==> src/rtl/core/qrs_sqrt_cell.sv <==
// One bit step of the pipelined floor square root.
module qrs_sqrt_cell #(
	parameter int W = 33
) (
	input  logic           clk,
	input  logic [W+1:0]   rem_i,
	input  logic [W-1:0]   root_i,
	input  logic [2*W-1:0] rad_i,
	output logic [W+1:0]   rem_o,
	output logic [W-1:0]   root_o,
	output logic [2*W-1:0] rad_o
);

	logic [W+1:0] rem_sh;
	logic [W+1:0] trial;
	logic         ge;

	always_comb begin
		rem_sh = {rem_i[W-1:0], rad_i[2*W-1:2*W-2]};
		trial  = {root_i, 2'b01};
		ge     = rem_sh >= trial;
	end

	always_ff @(posedge clk) begin
		rem_o  <= ge ? (rem_sh - trial) : rem_sh;
		root_o <= {root_i[W-2:0], ge};
		rad_o  <= rad_i << 2;
	end

endmodule

==> config.mk <==
export PLATFORM = sky130hd
export DESIGN_NAME = qrs_sqrt_cell
export DESIGN_NICKNAME = d
export VERILOG_FILES = /design/src/rtl/core/qrs_sqrt_cell.sv
export SDC_FILE = /design/constraint.sdc
export NUM_CORES = 1
export LEC_CHECK = 0
export BUFFER_PORTS_ARGS = -buffer_cell sky130_fd_sc_hd__buf_2
export CAP_MARGIN = 10
export CORE_ASPECT_RATIO = 0.9
export CORE_MARGIN = 8
export CORE_UTILIZATION = 45
export DETAILED_ROUTE_END_ITERATION = 12
export GPL_TIMING_DRIVEN = 0
export PLACE_DENSITY = 0.78
export SLEW_MARGIN = 15
export SYNTH_ARGS = -nofsm -noshare
export SYNTH_HDL_FRONTEND = slang
export SYNTH_SLANG_ARGS = --single-unit
==> constraint.sdc <==
create_clock -name clk -period 3.1 [get_ports clk]
set_clock_uncertainty 0.15 [all_clocks]
set_input_delay 0.31 -clock clk [delete_from_list [all_inputs] [get_ports clk]]
set_output_delay 0.31 -clock clk [all_outputs]
set_load 0.005 [all_outputs]
==> impl_metrics.csv, run 1 <==
group,metric,value,unit
placement,dp_hpwl,13800,um
worst_setup_path,critical_path.slowest_cell,"dlygate4sd3_1",
drt,vias,5614,
drt,dr.pass1.iters,5,
drt,drt-total-wl,21500,um
pwr,power,4.94,mW
sta,max_freq,0.334,GHz
yosys,synth_top_family_by_area,"compound AO/OA/AOI/OAI gates",
yosys,synth_top_area_cell,"dfxtp_1",
cells_and_area,final_area,8540,um^2
worst_setup_path,critical_path.startpoint,"root_i[17]",
yosys,async_reset_ff_frac,0,
min_path,hold_start,"rem_i[1]",
worst_setup_path,criticalPathCategory,"input pin to flip-flop",
yosys,yosys_warnings,0,
yosys,ys_seq_area_frac,0.507,
placement,port_buffers,264,
die,die_h,118,um
cells_and_area,nets,1094,
die,ioPinCount,269,
worst_setup_path,arrival,3150,ps
worst_setup_path,path_buf_inv,4,
yosys,synth_enable_flop_cells,0,
die,die_x,129,um
grt,antenna_found_initial,1,
worst_setup_path,cpMostUsedCell,"buf_2",
sta,finalMaxSlewViolations,0,
status,outcome,"finished, final reports clean",
placement,place_area,6730,um^2
cts,max-clock-path-buffers,2,
yosys,synth_ff_type,"dfxtp_1",
cts,root_buffer,"clkbuf_16",
yosys,synth.mux.area_fraction,0.00216,
pwr,p_leak,4.20,nW
sta,finalSetupTns,0,ps
worst_setup_path,critPathRequiredTime,3260,ps
sta,fin_crit_sh,0.965,
placement,gp_congestion,0.960,
sta,worst_slew_pin_slew,534,ps
grt,grt_pass1_wl,32400,um
worst_setup_path,crit_chain,"dlygate4sd3_1, buf_2, inv_1, ha_1, buf_2, a21oi_2, o21ai_1, a2111oi_2, nor3_1, o31a_2, a31oi_1, xor2_1, a21oi_1",
die,initial_core_util,0.459,
worst_setup_path,endpoint_kind,"flip-flop",
sta,finalHoldViolations,0,
grt,grt_max_degree,17,
worst_setup_path,crit_path_start_kind,"input pin",
min_path,hp-class,"input pin to flip-flop",
yosys,syn-cell-area,5210,um^2
cts,cts_buffers,17,
die,core_area,11300,um^2
placement,placedCellCount,948,
drt,wl_per_cell,19.7,um
cts,path_clk_slew,60,ps
yosys,yosys.area_share.simple,0.118,
drt,viasPerCell,5.13,
drt,remaining_drc_errors,0,
sta,setup_viol,0,
pwr,peakVddDrop,372,uV
drt,ant_nets,0,
yosys,synth_top_area_share,0.507,
cells_and_area,fillers,756,
sta,hold_ws,4.10,ps
yosys,synth_cell_type_count,63,
yosys,synth_xor_area_frac,0.0454,
pwr,p_per_area,579,nW/um^2
yosys,synth_seq_cells,132,
grt,grt-ovfl-total,0,
yosys,synth_area_leaders,"dfxtp_1 (51%), ha_1 (8.4%), a21oi_1 (5.0%)",
sta,max_slew_margin,0.639,
flow_run,drv_cap,0,
cts,clock_sinks,132,
die,num_rows,37,
worst_setup_path,max_stage_delay,530,ps
yosys,yosys.area_share.adder,0.0841,
cells_and_area,ff_latch_area,2640,um^2
cells_and_area,syn_to_final_growth,63.9,%
worst_setup_path,cp_top_family,"compound AO/OA/AOI/OAI gates",
cells_and_area,multi_input_area,2360,um^2
worst_setup_path,crit_fanout,7,
die,die_area,15300,um^2
sta,finalCriticalPeriod,2990,ps
drt,first_iter_violations,414,
yosys,syn_inst,527,
yosys,synth_compound_area_frac,0.189,
yosys,syn_area_per_cell,9.89,um^2
cells_and_area,drive_above_1_share,0.367,
cts,h-tree-depth,4,
cts,cts_tree,"yes",
grt,grt_pass1_vias,5897,
cells_and_area,fin_cells,1095,
grt,grt.total_usage,0.276,
## cells by family after synthesis
logic type / count (synthesis)
xor+xnor: 27
compound gates: 147
buf+inv: 60
fa+ha+maj: 35
simple gates: 124
flops: 132
other cells: 1
mux: 1
## registers in the layout, summed over array words and instances (netlist names)
signal / flops
rad_o: 64
rem_o: 35
root_o: 33
## final cells by class
cell class | instances | area share
Antenna cell | 2 | 0.000586
Buffer | 16 | 0.0160
Clock buffer | 21 | 0.0551
Clock inverter | 11 | 0.0136
Inverter | 44 | 0.0193
Multi-Input combinational cell | 336 | 0.277
Sequential cell | 132 | 0.309
Tap cell | 156 | 0.0229
Timing Repair Buffer | 377 | 0.286
## cells in the mapped netlist (all sizes together), types with 7 or more instances
master / count
a21o: 16
a21oi: 54
buf: 12
dfxtp: 132
ha: 35
inv: 44
nand2: 36
nand3: 10
nand4: 9
nor2: 33
nor3: 10
o21a: 7
o21ai: 27
xnor2: 16
xor2: 11
## where the power goes
part	switching (mW)	leakage, nW	internal (mW)
Clock	0.808	0.286	1.19
Combinational	0.544	2.80	0.508
Sequential	0.0449	1.11	1.85
Total	1.40	4.20	3.54
## placed cells by master (no fill, tap or decap), types with 6 or more instances in the layout
cell,instances
a21o_1,16
a21oi_1,48
buf_2,266
buf_4,6
buf_6,6
clkbuf_16,17
dfxtp_1,132
dlygate4sd3_1,110
ha_1,34
inv_1,44
inv_6,6
nand2_1,36
nand3_1,10
nand4_1,9
nor2_1,33
nor3_1,8
o21a_1,7
o21ai_0,22
xnor2_1,16
xor2_1,11
## what timing repair did
| item | CTS | global route |
|---|---|---|
| setup buffers | 0 | 3 |
| hold buffers | 110 | 0 |
| endpoints found under the hold margin | 110 | 0 |
| setup endpoints to repair | 0 | 24 |
| gates resized for setup | 0 | 22 |
## tightest hold or removal path, delay by kind of cell
kind,cells,cell delay (ps)
buffers and inverters,1,90
AND/OR/NAND/NOR,1,40
AO/OA/AOI/OAI,1,100
## through the flow
stage          utilization  setup slack, ps
4_1_cts              0.742             2.38
3_5_place_dp         0.593            -25.6
6_report             0.753              107
5_1_grt              0.753            -19.2
3_3_place_gp         0.593            -16.9
2_1_floorplan            -              603
## per-layer routing
layer  global-route usage  vias to the layer above  wire [um]
met2                0.492                      317      10900
met1                0.279                     2603       7790
met3               0.0987                       58       1990
li1                     -                     2636          -
met5                    0                        -          0
met4                0.123                        0        860
## worst paths after layout
path                           endpoint  depth (start not counted)
worst max-delay path  rem_o[34]$_DFF_P_                         13
worst min-delay path   rem_o[3]$_DFF_P_                          3
No activity file was read; power rests on OpenSTA's default activity.
==> run 2, diff against run 1 <==
Settings changed: CORE_ASPECT_RATIO 0.9 to unset.
==> run 2 against run 1 <==
Compared with the run above: final cell count barely moved; combinational power barely moved; design area rose by 1.1%; die area barely moved; via count rose by 0.84%; non-clock buffer count rose by 11; worst setup slack got worse by 6.0 ps; critical path type unchanged; highest routed layer unchanged.
==> impl_metrics.csv, run 2 (same netlist as run 1, synthesis figures left out) <==
group,metric,value,unit
worst_setup_path,criticalPathCategory,"input pin to flip-flop",
drt,vias,5661,
grt,grt_pass1_wl,30600,um
sta,fin_crit_sh,0.967,
die,die_x,124,um
cells_and_area,top_register,"rad_o",
worst_setup_path,crit_chain,"dlygate4sd3_1, buf_2, inv_1, ha_1, nand4_1, nor3_1, o211ai_1, o211ai_2, a21oi_2, o31a_1, buf_6, nor4_4, a21o_1",
worst_setup_path,crit_path_start_kind,"input pin",
flow_run,drv_cap,0,
min_path,hp-class,"input pin to flip-flop",
die,die_area,15300,um^2
grt,grt-ovfl-total,0,
sta,hold_ws,21.2,ps
cells_and_area,largest_register_ffs,64,
drt,ant_nets,0,
cts,root_buffer,"clkbuf_16",
drt,viasPerCell,5.17,
cts,cts_buffers,17,
worst_setup_path,crit_fanout,10,
pwr,p_leak,4.25,nW
drt,drt-total-wl,21300,um
pwr,peakVddDrop,456,uV
cts,h-tree-depth,4,
grt,grt_max_degree,17,
sta,finalCriticalPeriod,3000,ps
pwr,power,4.98,mW
cts,cts_tree,"yes",
cells_and_area,fin_cells,1096,
sta,finalSetupTns,0,ps
drt,first_iter_violations,347,
cells_and_area,layout_commonest_cell,"buf_2",
worst_setup_path,endpoint_kind,"flip-flop",
drt,remaining_drc_errors,0,
die,core_area,11400,um^2
worst_setup_path,arrival,3210,ps
drt,dr.pass1.iters,7,
worst_setup_path,critical_path.slowest_cell,"dlygate4sd3_1",
grt,antenna_found_initial,3,
grt,grt.total_usage,0.263,
status,outcome,"finished, final reports clean",
cells_and_area,drive_above_1_share,0.363,
die,die_h,124,um
sta,rsz0062_at_grt,"yes",
placement,port_buffers,264,
worst_setup_path,max_stage_delay,570,ps
die,num_rows,39,
cts,clock_sinks,132,
pwr,p_per_area,577,nW/um^2
sta,finalMaxSlewViolations,0,
sta,setup_viol,0,
worst_setup_path,critPathRequiredTime,3310,ps
cells_and_area,syn_to_final_growth,65.8,%
placement,placedCellCount,935,
placement,gp_congestion,0.867,
cells_and_area,layout_common_cells,"buf_2 (265), dfxtp_1 (132), dlygate4sd3_1 (121)",
cells_and_area,multi_input_area,2350,um^2
drt,wl_per_cell,19.5,um
die,ioPinCount,269,
cells_and_area,fillers,762,
cells_and_area,top_regs,"rad_o x64, rem_o x35, root_o x33",
placement,dp_hpwl,13300,um
cts,max-clock-path-buffers,2,
cells_and_area,ff_latch_area,2640,um^2
die,initial_core_util,0.458,
cts,path_clk_slew,60,ps
sta,max_freq,0.333,GHz
sta,finalHoldViolations,0,
cells_and_area,nets,1105,
grt,grt_pass1_vias,5944,
## run 2: path summary, 6_finish.rpt
path,startpoint,endpoint,slack (ps),cells past startpoint
setup / recovery,root_i[13],rem_o[32]$_DFF_P_,100,13
hold / removal,rem_i[21],rem_o[23]$_DFF_P_,20,3
## run 2: stage by stage
stage / setup WS, ps / util / cell area, um^2
floorplan: 603 / - / 5210
global placement: -10.2 / 0.591 / 6710
detailed placement: -2.97 / 0.591 / 6710
CTS: 4.74 / 0.750 / 8520
global route: -29.4 / 0.759 / 8630
finish: 101 / 0.760 / 8640
## run 2: report_power, final
part	switching (mW)	internal (mW)	leakage [nW]
clock network	0.822	1.21	0.292
registers	0.0420	1.85	1.11
logic	0.544	0.516	2.84
## run 2: routing by layer
metal | wire length [um] | vias up | part of all wire | track usage
met5 | 0 | - | 0 | 0
met4 | 952 | 0 | 0.045 | 0.151
met3 | 1560 | 60 | 0.073 | 0.0684
met2 | 11400 | 274 | 0.53 | 0.499
met1 | 7440 | 2676 | 0.35 | 0.250
li1 | - | 2651 | - | -
## run 2: cell type report
class                      count  area share
inverter                      44      0.0191
clock buffer                  21      0.0556
sequential                   132       0.306
multi-input combinational    336       0.272
buffer                        16      0.0161
tap                          143      0.0207
clock inverter                11      0.0135
timing repair buffer         388       0.296
antenna                        5     0.00145
## run 2: critical path, delay by kind of cell
kind / cells / cell delay, ps
buffers and inverters: 4 / 940
AOI/OAI and AO/OA: 5 / 920
and+or+nand+nor: 3 / 670
adders and majority gates: 1 / 360
## run 2: timing repair
action	CTS	global route
endpoints found under the setup margin	0	21
resized for setup	0	22
setup buffers	0	3
hold endpoints to repair	121	0
hold buffers	121	0
==> run 3, diff against run 2 <==
Settings changed: PLACE_DENSITY 0.78 to 0.8.
==> run 3 against run 2 <==
Compared with the run above: design area down 0.97%; first-iteration DRC count fell by 5.5%; non-clock buffer count decreased by 5; power down 0.55%; combinational power about the same; sequential power barely moved; worst setup slack got worse by 18 ps; clock power barely moved; clock-buffer cell count is 1 lower; via count is 2.4% lower; final cell count down 0.82%; routed wire length fell by 4.1%; largest cell class is now flip-flops and latches.
==> impl_metrics.csv, run 3 (same netlist as run 1, synthesis figures left out) <==
group,metric,value,unit
flow_run,drv_cap,0,
cts,root_buffer,"clkbuf_16",
placement,dp_hpwl,13400,um
worst_setup_path,criticalPathCategory,"input pin to flip-flop",
grt,grt.total_usage,0.264,
cells_and_area,syn_to_final_growth,64.1,%
cts,h-tree-depth,4,
worst_setup_path,critPathRequiredTime,3290,ps
pwr,peakVddDrop,573,uV
drt,ant_nets,0,
cts,path_clk_slew,60,ps
drt,drt-total-wl,20500,um
die,die_x,124,um
placement,gp_congestion,0.857,
die,initial_core_util,0.458,
worst_setup_path,arrival,3210,ps
die,core_area,11400,um^2
cts,max-clock-path-buffers,2,
pwr,p_leak,4.22,nW
status,outcome,"finished, final reports clean",
worst_setup_path,crit_path_start_kind,"input pin",
die,die_area,15300,um^2
die,die_h,124,um
drt,viasPerCell,5.08,
cells_and_area,layout_commonest_cell,"buf_2",
sta,finalSetupTns,0,ps
sta,finalMaxSlewViolations,0,
grt,antenna_found_initial,1,
cells_and_area,largest_register_ffs,64,
grt,grt_max_degree,17,
cts,cts_buffers,17,
pwr,p_per_area,579,nW/um^2
drt,wl_per_cell,18.8,um
cells_and_area,layout_common_cells,"buf_2 (267), dfxtp_1 (132), dlygate4sd3_1 (117)",
sta,fin_crit_sh,0.973,
placement,place_area,6710,um^2
sta,finalCriticalPeriod,3020,ps
grt,grt_pass1_vias,5779,
grt,grt_pass1_wl,30500,um
min_path,hp-class,"input pin to flip-flop",
die,ioPinCount,269,
grt,grt-ovfl-total,0,
cells_and_area,top_regs,"rad_o x64, rem_o x35, root_o x33",
sta,setup_viol,0,
worst_setup_path,cpMostUsedCell,"a21oi_1",
die,num_rows,39,
cts,clock_sinks,132,
worst_setup_path,critical_path.slowest_cell,"dlygate4sd3_1",
sta,finalHoldViolations,0,
cells_and_area,nets,1100,
cells_and_area,drive_above_1_share,0.363,
sta,max_freq,0.332,GHz
cts,cts_tree,"yes",
worst_setup_path,endpoint_kind,"flip-flop",
drt,remaining_drc_errors,0,
drt,vias,5526,
worst_setup_path,max_stage_delay,550,ps
worst_setup_path,crit_chain,"dlygate4sd3_1, buf_2, inv_1, ha_1, a21oi_1, o21ai_1, a21oi_1, o211ai_2, a21oi_2, o31a_1, inv_1, clkbuf_4, nor2_1, a21oi_1",
worst_setup_path,crit_fanout,10,
placement,port_buffers,264,
drt,first_iter_violations,328,
cells_and_area,final_area,8550,um^2
drt,dr.pass1.iters,5,
cells_and_area,top_register,"rad_o",
cells_and_area,fillers,766,
==> run 3: cell count changes in the layout (fill, tap and decap cells not counted), moves of 2 or more <==
cell           delta
diode_2           -4
dlygate4sd3_1     -4
clkinv_4          -3
buf_2             +2
buf_6             -2
clkbuf_8          -2
clkinvlp_4        +2
==> run 3: worst paths after layout <==
kind                           endpoint  depth (start not counted)  startpoint  slack [ps]
worst max-delay path  rem_o[19]$_DFF_P_                         14   root_i[5]          80
worst min-delay path  rem_o[23]$_DFF_P_                          3   rem_i[21]          10
==> run 3: repair_timing <==
item / in CTS / in global routing
resized for setup: 0 / 14
endpoints found under the hold margin: 117 / 0
hold buffers: 117 / 0
setup endpoints to repair: 0 / 17
buffers inserted: 0 / 2
==> run 3: per-stage QoR <==
stage          utilization  hold slack [ps]  power (mW)  cells  setup WS, ps
6_report             0.752             10.8        4.95   1087          83.7
5_1_grt              0.752             7.56        5.17   1087         -1.63
4_1_cts              0.746            0.537        4.93   1084          7.84
3_5_place_dp         0.591              264        2.79    935         -4.53
3_3_place_gp         0.591              262        2.77    935          12.3
2_1_floorplan            -              188        2.41    528           603
==> run 3: power breakdown <==
part | leakage (nW) | internal (mW) | switching (mW)
Clock | 0.285 | 1.24 | 0.788
Combinational | 2.82 | 0.505 | 0.530
Sequential | 1.11 | 1.85 | 0.0389
==> run 3: final cells by class <==
type	instances	area (um^2)	area share
diodes	1	2.50	0.000293
plain buffers	16	126	0.0148
clock buffers	20	457	0.0534
clock inverters	12	144	0.0168
inverters	44	165	0.0193
multi-input cells	336	2330	0.272
flip-flops and latches	132	2640	0.309
well taps	143	179	0.0209
repair buffers	383	2510	0.293
==> run 3: layer usage <==
layer | up-vias | part of all wire | track usage
met2 | 255 | 0.52 | 0.493
met5 | - | 0 | 0
met1 | 2570 | 0.36 | 0.255
met3 | 59 | 0.080 | 0.0820
li1 | 2642 | - | -
met4 | 0 | 0.046 | 0.138
==> run 3: worst max-delay path: cells and delay by family <==
kind	cells	cell delay (ps)
buf+inv	5	1140
simple gates	1	80
fa+ha+maj	1	200
compound gates	7	1450
