===== src/rtl/core/qrs_div_cell.sv =====
// One quotient bit step of the pipelined restoring divider.
module qrs_div_cell #(
	parameter int NW = 34,
	parameter int DW = 17
) (
	input  logic          clk,
	input  logic [DW-1:0] rem_i,
	input  logic [NW-1:0] nq_i,
	input  logic [DW-1:0] den_i,
	output logic [DW-1:0] rem_o,
	output logic [NW-1:0] nq_o
);

	logic [DW:0] t;
	logic [DW:0] diff;
	logic        ge;

	always_comb begin
		t    = {rem_i, nq_i[NW-1]};
		diff = t - {1'b0, den_i};
		ge   = t >= {1'b0, den_i};
	end

	always_ff @(posedge clk) begin
		rem_o <= ge ? diff[DW-1:0] : t[DW-1:0];
		nq_o  <= {nq_i[NW-2:0], ge};
	end

endmodule


===== config.mk =====
export PLATFORM = sky130hd
export DESIGN_NAME = qrs_div_cell
export DESIGN_NICKNAME = d
export VERILOG_FILES = /design/src/rtl/core/qrs_div_cell.sv
export SDC_FILE = /design/constraint.sdc
export NUM_CORES = 1
export LEC_CHECK = 0
export BUFFER_PORTS_ARGS = -buffer_cell sky130_fd_sc_hd__buf_4
export CAP_MARGIN = 20
export CORE_MARGIN = 2
export CORE_UTILIZATION = 40
export DETAILED_ROUTE_END_ITERATION = 8
export PLACE_DENSITY = 0.78
export SETUP_SLACK_MARGIN = 0.3
export SYNTH_ARGS = -nofsm -noshare
export SYNTH_HDL_FRONTEND = slang
export SYNTH_SLANG_ARGS = --single-unit
export TNS_END_PERCENT = 50

===== constraint.sdc =====
create_clock -name clk -period 2.4 [get_ports clk]
set_input_delay 0.48 -clock clk [delete_from_list [all_inputs] [get_ports clk]]
set_output_delay 0.48 -clock clk [all_outputs]
set_load 0.02 [all_outputs]

==> results of run 1 <==
[metrics by stage]
stage | power (mW) | hold WS (ns) | cells | setup WS (ns)
final | 2.22 | 0.278 | 423 | 0.303
after global routing | 2.34 | 0.261 | 423 | 0.265
after CTS | 2.23 | 0.268 | 420 | 0.281
after detailed placement | 1.71 | 0.586 | 410 | -0.118
after global placement | 1.69 | 0.585 | 410 | -0.0634
after floorplan | 1.38 | 0.508 | 203 | -0.00281
[metal layers]
layer / share of wire / vias up / GRT usage
li1: - / 1002 / -
met1: 0.39 / 914 / 0.202
met2: 0.52 / 82 / 0.371
met3: 0.068 / 10 / 0.0414
met4: 0.019 / 0 / 0.0737
met5: 0 / - / 0
[power groups by stage]
stage | Sequential (mW) | Combinational, mW | Clock [mW]
floorplan | 1.09 | 0.290 | 0
global placement | 0.981 | 0.711 | 0
detailed placement | 0.981 | 0.724 | 0
CTS | 0.962 | 0.745 | 0.527
global route | 0.968 | 0.805 | 0.562
finish | 0.960 | 0.754 | 0.509
[cell type report]
type / instances / area (sq um) / share of cell area
clock buffers: 6 / 82.6 / 0.0234
flip-flops and latches: 51 / 1020 / 0.289
repair buffers: 140 / 1060 / 0.301
inverters: 23 / 106 / 0.0301
clock inverters: 2 / 16.3 / 0.00460
multi-input cells: 128 / 1150 / 0.325
well taps: 72 / 90.1 / 0.0255
repair inverters: 1 / 8.76 / 0.00248
[Yosys cell counts (2+ instances only)]
| cell type | number | share of area |
|---|---|---|
| a21boi_0 | 3 | 0.010 |
| a21o_1 | 3 | 0.010 |
| a21oi_1 | 13 | 0.030 |
| and2_1 | 3 | 0.0085 |
| dfxtp_1 | 51 | 0.46 |
| ha_1 | 17 | 0.097 |
| inv_1 | 22 | 0.037 |
| mux2_4 | 10 | 0.068 |
| nand2_1 | 9 | 0.015 |
| nand2b_1 | 3 | 0.0085 |
| nand3_1 | 7 | 0.016 |
| nor2_1 | 6 | 0.010 |
| nor3_1 | 4 | 0.0091 |
| o21a_1 | 2 | 0.0068 |
| o21ai_0 | 7 | 0.016 |
| o21bai_1 | 2 | 0.0068 |
| o2bb2ai_1 | 2 | 0.0080 |
| o31ai_2 | 3 | 0.017 |
| xnor2_1 | 8 | 0.032 |
| xor2_1 | 3 | 0.012 |
[cells by family after synthesis]
kind of cell	Yosys count	share of synthesized area
flip-flops	51	0.463
XOR/XNOR	11	0.0437
AO/OA/AOI/OAI	47	0.160
buffers and inverters	24	0.0539
adder cells (fa/ha/maj)	18	0.106
AND/OR/NAND/NOR	41	0.101
multiplexers	11	0.0727
[worst max-delay path by stage]
stage | end | startpoint | slack [ns]
after floorplan | rem_o[10] | nq_i[33] | -0.003
final | rem_o[7] | nq_i[33] | 0.30
after global routing | rem_o[3] | rem_i[8] | 0.27
after global placement | rem_o[6] | nq_i[33] | -0.06
after detailed placement | rem_o[9] | nq_i[33] | -0.12
after CTS | rem_o[13] | rem_i[1] | 0.28
[layout by cell type, fill, tap and decap left out, drive strengths merged, types with 4 or more instances in the layout]
cell type and count:
dfxtp 51, nand3 8, o31ai 4, clkbuf 6, nor3 4, xnor2 8
a21oi 15, inv 24, and2 4, nor2 6, buf 140, ha 17
mux2 10, o21ai 7, nand2 9
[state kept, by name, indices dropped and copies added (netlist names)]
register / flops
rem_o: 17
nq_o: 34
[critical path: cells and delay by family]
family                     cells  cell delay, ns
adders and majority gates      2            0.36
muxes                          1            0.30
and+or+nand+nor                2            0.58
AOI/OAI and AO/OA              3            0.31
buffers and inverters          4            0.27
[timing repair]
| action | in CTS | in global routing |
|---|---|---|
| gates resized for setup | 8 | 6 |
| setup buffers | 1 | 3 |
| pin swaps | 5 | 2 |
| endpoints found under the setup margin | 13 | 14 |
| gates cloned | 1 | 0 |
==> impl_metrics.ini, run 1 <==
[flow_run]
maxCapViolations = 0

[placed_design]
hpwl_um = 4770
place_area_sq_um = 3320
globalplace.congestion = 0.889
port_buffers = 119

[routing]
first_pass_iters = 4
routed_wirelength_um = 5960
num_vias = 2008
ant_nets = 0
wl_per_cell_um = 14.1
drtIter0Drc = 33
vias_per_cell = 4.75
drc = 0

[power_and_ir_drop]
p_leak_nw = 1.74
swShare = 0.297
p_sw_mw = 0.661
vdd_drop_max_uv = 355
pwr-share-clk = 0.229
p_per_area_nw_per_um2 = 629
cell_internal_pwr_mw = 1.56
seq_power_share = 0.432
power_frac_comb = 0.339

[clock_tree]
hold_buffers = 0
htree_levels = 2
numCtsBuffers = 5
cts-root-buf = clkbuf_8
numClockSinks = 51
cts.clk_slew.worst_paths_ns = 0.09
clock_path_buffers = 2
cts_tree = yes

[setup_path]
critPathMaxStageDelay_ns = 0.35
crit_fanout = 6
start_kind = primary input
end_kind = flop
crit_required_ns = 2.59
cpMostUsedCell = a21oi_4
cp.arrival_ns = 2.29
crit_slowest_cell = or3_4
criticalPathCategory = primary input to flop
worstPathCellList = buf_8 -> inv_8 -> ha_4 -> inv_2 -> fa_2 -> a21oi_4 -> or3_4 -> a21oi_4 -> o21bai_4 -> and2_4 -> inv_6 -> mux2_4

[die]
rows = 27
start_util = 0.408
dieArea_sq_um = 6120
design.core.area_sq_um = 5410
die_y_um = 78.2
die_x_um = 78.2
ioPinCount = 120

[sta]
tightest_slew_ns = 0.370
finalHoldViolations = 0
grt_setup_unrepaired = yes
slew_violations = 0
fin_crit_ns = 2.10
slew_headroom = 0.753
timing.setup.tns_ns = 0
setup_viol = 0
fmax_ghz = 0.477
period_share = 0.874

[layout]
post-route-util = 0.654
final_nets = 437
fin_area_sq_um = 3530
diodes = 0
area_growth_pct = 60.4
drive_above_1_share = 0.521
fillCellCount = 447

[yosys]
synth.ff_latch_count = 51
syn-cell-area_sq_um = 2200
yosysSeqAreaShare = 0.463
syn_nets = 290
synth.avg_cell_area_sq_um = 10.9
synthArstFlopShare = 0
ys_warn_count = 0
synth_cell_types = 45
ys.flop_type = dfxtp_1
synth-edff-count = 0
synth_cells = 203

[grt]
grt_max_degree = 17
grtUsageTotal = 0.192
grt_pass1_wl_um = 9230
overflow = 0
grt_antenna_before_repair = 0
first_global_vias = 1981

[worst_hold_path]
hp-class = primary input to flop
min_to = nq_o[25]
min_path_cells = 1
min_from = nq_i[24]

[outcome]
status = completed
No activity file was read; power rests on OpenSTA's default activity.
==> inputs of run 2 (changes only) <==
CORE_ASPECT_RATIO = 0.75   (was unset)
CTS_CLUSTER_DIAMETER = 50   (was unset)
==> run 2 against run 1 <==
  * Clock power grew 3%
  * First-iteration DRC count rose to 2.9 times the previous value
  * Non-clock buffer count is 5 higher
  * Cell count rose by 1.9%
  * Total power increased by 1.1%
  * Critical path depth is 3 lower
  * Core utilization grew 1.8 points
  * Global-route usage grew 0.19 points
  * Sequential power about the same
  * Critical path type unchanged
  * Critical endpoint is now rem_o[12]
==> impl_metrics.ini, run 2 (same netlist as run 1, synthesis figures left out) <==
[die]
design.core.area_sq_um = 5320
start_util = 0.414
die_y_um = 68.3
die_x_um = 89.7
dieArea_sq_um = 6120
rows = 23
ioPinCount = 120

[clock_tree]
hold_buffers = 0
clock_path_buffers = 2
htree_levels = 2
numClockSinks = 51
cts-root-buf = clkbuf_8
numCtsBuffers = 5
cts.clk_slew.worst_paths_ns = 0.09
cts_tree = yes

[sta]
slew_headroom = 0.759
fin_crit_ns = 2.03
period_share = 0.847
finalHoldViolations = 0
slew_violations = 0
setup_viol = 0
layout_setup_ws_ns = 0.367
whs_ns = 0.265
grt_setup_unrepaired = yes
tightest_slew_ns = 0.359
fmax_ghz = 0.492

[worst_hold_path]
min_path_cells = 1
hp-class = primary input to flop
min_from = nq_i[29]
min_to = nq_o[30]

[layout]
final_nets = 442
area_growth_pct = 62.3
top_register = nq_o
final_common_cell = buf_4
fillCellCount = 425
reg.largest.list = nq_o (34), rem_o (17)
drive_above_1_share = 0.528
diodes = 0
finalNonFillerCells = 431
most-common-layout-cells = buf_4 (144), dfxtp_1 (51), inv_1 (20), ha_1 (12)
largest_reg_flops = 34
post-route-util = 0.672

[grt]
overflow = 0
grt_antenna_before_repair = 0
grt_max_degree = 17
first_global_vias = 1864
grtUsageTotal = 0.194
grt_pass1_wl_um = 9220

[power_and_ir_drop]
vdd_drop_max_uv = 284
p_leak_nw = 1.77
p_per_area_nw_per_um2 = 629

[setup_path]
start_kind = primary input
cp.arrival_ns = 2.24
crit_fanout = 5
criticalPathCategory = primary input to flop
crit_required_ns = 2.60
end_kind = flop

[routing]
drc = 0
first_pass_iters = 4
num_vias = 2022
vias_per_cell = 4.69
wl_per_cell_um = 14.1
routed_wirelength_um = 6070
drtIter0Drc = 97
ant_nets = 0

[placed_design]
pre_cts_ws_ns = -0.105
globalplace.congestion = 0.869
dp_cells = 418
hpwl_um = 4890
port_buffers = 119

[outcome]
status = completed

[flow_run]
maxCapViolations = 0
## run 2: cell count changes in the layout (fill, tap and decap cells not counted), moves of 2 or more
cell      before  now
buf_4        138  144
a21boi_0       1    3
a21boi_1       2    0
a21oi_2        2    4
## run 2: metrics by stage
| stage | power, mW | setup TNS (ns) | instance area (sq um) |
|---|---|---|---|
| 2_1_floorplan | 1.38 | -0.0253 | 2230 |
| 3_3_place_gp | 1.70 | -0.528 | 3360 |
| 3_5_place_dp | 1.71 | -1.08 | 3360 |
| 4_1_cts | 2.24 | 0 | 3490 |
| 5_1_grt | 2.36 | 0 | 3580 |
| 6_report | 2.25 | 0 | 3580 |
## run 2: power by group
group / switching, mW / internal (mW)
combinational: 0.362 / 0.400
clock: 0.291 / 0.236
sequential: 0.0240 / 0.936
## run 2: layer usage
layer  part of all wire  track usage  vias up  wire length [um]
met5                  0            0        -                 0
met4              0.023       0.0788        0               138
met3              0.058       0.0529       12               351
met2               0.48        0.340       82              2920
met1               0.44        0.233      914              2660
li1                   -            -     1014                 -
## run 2: cell type report
| type | count | area (sq um) | area share |
|---|---|---|---|
| clock buffer | 6 | 82.6 | 0.0231 |
| clock inverter | 2 | 16.3 | 0.00455 |
| inverter | 23 | 106 | 0.0297 |
| multi-input combinational | 128 | 1150 | 0.323 |
| sequential | 51 | 1020 | 0.286 |
| tap | 75 | 93.8 | 0.0262 |
| timing repair buffer | 145 | 1090 | 0.305 |
| timing repair inverter | 1 | 8.76 | 0.00245 |
## run 2: worst max path at each step
stage | startpoint | endpoint | slack [ns] | cells past startpoint
after CTS | rem_i[3] | rem_o[15] | 0.28 | 9
after floorplan | nq_i[33] | rem_o[10] | -0.003 | 12
final | rem_i[2] | rem_o[12] | 0.37 | 9
after global placement | nq_i[33] | rem_o[9] | -0.05 | 12
after global routing | den_i[4] | rem_o[11] | 0.27 | 10
after detailed placement | nq_i[33] | rem_o[6] | -0.10 | 12
## run 2: worst max-delay path, stage by stage
cell,delay [ns]
buf_4,0.12
ha_1,0.30
nand2_1,0.10
or3_4,0.42
a21oi_4,0.16
o21bai_4,0.07
and2_4,0.20
inv_6,0.10
mux2_4,0.29
## run 2: what timing repair did
| action | CTS | global route |
|---|---|---|
| setup endpoints to repair | 12 | 16 |
| setup buffers | 3 | 1 |
| pin swaps | 5 | 1 |
| gates resized for setup | 0 | 11 |
| cloned | 1 | 0 |
==> inputs of run 3 (changes only) <==
clock period = 1.75 ns   (was 2.4 ns; I/O delays follow)
==> run 3 against run 2 <==
  * The run now ends with negative setup slack left
  * Cell count grew 3.7%
  * Non-clock buffer count grew 16
  * Cell area rose by 5.5%
  * Combinational power grew 46%
  * Sequential power up 37%
  * Critical path type unchanged
  * Largest cell class is now buffers
==> impl_metrics.ini, run 3 (same netlist as run 1, synthesis figures left out) <==
[outcome]
status = finished, violations left
violations = negative setup slack

[sta]
slew_violations = 0
grt_setup_unrepaired = yes
period_share = 1.13
finalHoldViolations = 0
timing.setup.tns_ns = -2.83
slew_headroom = 0.696
setup_viol = 17
layout_setup_ws_ns = -0.223
tightest_slew_ns = 0.453
fmax_ghz = 0.507
fin_crit_ns = 1.97

[setup_path]
crit_fanout = 5
cpMostUsedCell = a21oi_4
cp.arrival_ns = 2.18
crit_slowest_cell = or3_4
end_kind = flop
start_kind = primary input
worstPathCellList = buf_8 -> inv_8 -> ha_4 -> inv_2 -> fa_2 -> a21oi_4 -> or3_4 -> a21oi_4 -> o21bai_4 -> and2_4 -> inv_6 -> mux2_4
criticalPathCategory = primary input to flop
critPathMaxStageDelay_ns = 0.35
crit_required_ns = 1.96

[grt]
overflow = 0
grt_max_degree = 18
first_global_vias = 2016
grt_pass1_wl_um = 9780
grt_antenna_before_repair = 0
grtUsageTotal = 0.208

[routing]
drc = 0
wl_per_cell_um = 14.3
num_vias = 2088
drtIter0Drc = 61
vias_per_cell = 4.67
first_pass_iters = 4
ant_nets = 0
routed_wirelength_um = 6390

[clock_tree]
cts-root-buf = clkbuf_8
numCtsBuffers = 5
cts_tree = yes
clock_path_buffers = 2
cts.clk_slew.worst_paths_ns = 0.10
htree_levels = 2
numClockSinks = 51

[die]
ioPinCount = 120
die_x_um = 89.7
die_y_um = 68.3
start_util = 0.414
dieArea_sq_um = 6120
design.core.area_sq_um = 5320
rows = 23

[flow_run]
maxCapViolations = 0

[layout]
top_register = nq_o
largest_reg_flops = 34
most-common-layout-cells = buf_4 (158), dfxtp_1 (51), inv_1 (20), ha_1 (12), a21oi_1 (11)
drive_above_1_share = 0.562
finalNonFillerCells = 447
diodes = 0
area_growth_pct = 71.2
reg.largest.list = nq_o (34), rem_o (17)
final_common_cell = buf_4
final_nets = 458

[power_and_ir_drop]
p_per_area_nw_per_um2 = 908
power_frac_comb = 0.325
seq_power_share = 0.385
p_leak_nw = 1.87
pwr-share-clk = 0.290
vdd_drop_max_uv = 420
cell_internal_pwr_mw = 2.46
p_sw_mw = 0.969
swShare = 0.283

[placed_design]
port_buffers = 119
globalplace.congestion = 0.851
hpwl_um = 4940
pre_cts_ws_ns = -0.642
dp_cells = 434

[worst_hold_path]
hp-class = primary input to flop
run 3: changes by cell type in the layout (fill, tap and decap cells not counted), sizes merged:
cell,previous run,this run
clkinv,1,0
inv,24,25
bufinv,0,2
clkinvlp,1,0
clkbuf,6,5
buf,145,161
run 3: worst max-delay path: cells and delay by family:
kind	cells	cell delay, ns
muxes	1	0.29
buffers and inverters	4	0.27
AOI/OAI and AO/OA	3	0.31
adders and majority gates	2	0.38
and+or+nand+nor	2	0.57
run 3: power by group through the flow:
stage | Sequential (mW) | Clock (mW) | Combinational [mW]
global route | 1.33 | 1.07 | 1.19
CTS | 1.32 | 1.02 | 1.09
detailed placement | 1.35 | 0 | 1.05
floorplan | 1.50 | 0 | 0.397
global placement | 1.34 | 0 | 1.03
finish | 1.32 | 0.995 | 1.11
run 3: worst paths after layout:
kind                     start         to  slack, ns  depth (start not counted)
worst max-delay path  nq_i[33]  rem_o[12]      -0.22                         12
worst min-delay path   nq_i[5]    nq_o[6]       0.13                          1
run 3: layout make-up:
type | instances | area, sq um
Timing Repair Buffer | 161 | 1220
Inverter | 23 | 106
Clock inverter | 3 | 71.3
Fill cell | 394 | 1550
Tap cell | 75 | 93.8
Sequential cell | 51 | 1020
Clock buffer | 5 | 68.8
Multi-Input combinational cell | 128 | 1180
Timing Repair inverter | 1 | 8.76
run 3: layer usage:
layer  routed length, um  global-route usage
met5                   0                   0
met3                 352              0.0595
met4                  65              0.0596
met2                3200               0.383
met1                2770               0.242
run 3: per-stage QoR:
step | utilization | cell area, sq um | power [mW] | hold slack, ns
3_3_place_gp | 0.654 | 3480 | 2.37 | 0.454
6_report | 0.709 | 3770 | 3.43 | 0.132
2_1_floorplan | - | 2230 | 1.90 | 0.378
5_1_grt | 0.709 | 3770 | 3.59 | 0.112
4_1_cts | 0.701 | 3730 | 3.43 | 0.127
3_5_place_dp | 0.654 | 3480 | 2.39 | 0.455
run 3: timing repair:
| action | 4_1_cts | 5_1_grt |
|---|---|---|
| gates resized for setup | 13 | 8 |
| pin swaps | 11 | 2 |
| gates cloned | 1 | 0 |
| endpoints found under the setup margin | 18 | 18 |
| setup buffers | 2 | 2 |
| hold buffers | 0 | 0 |
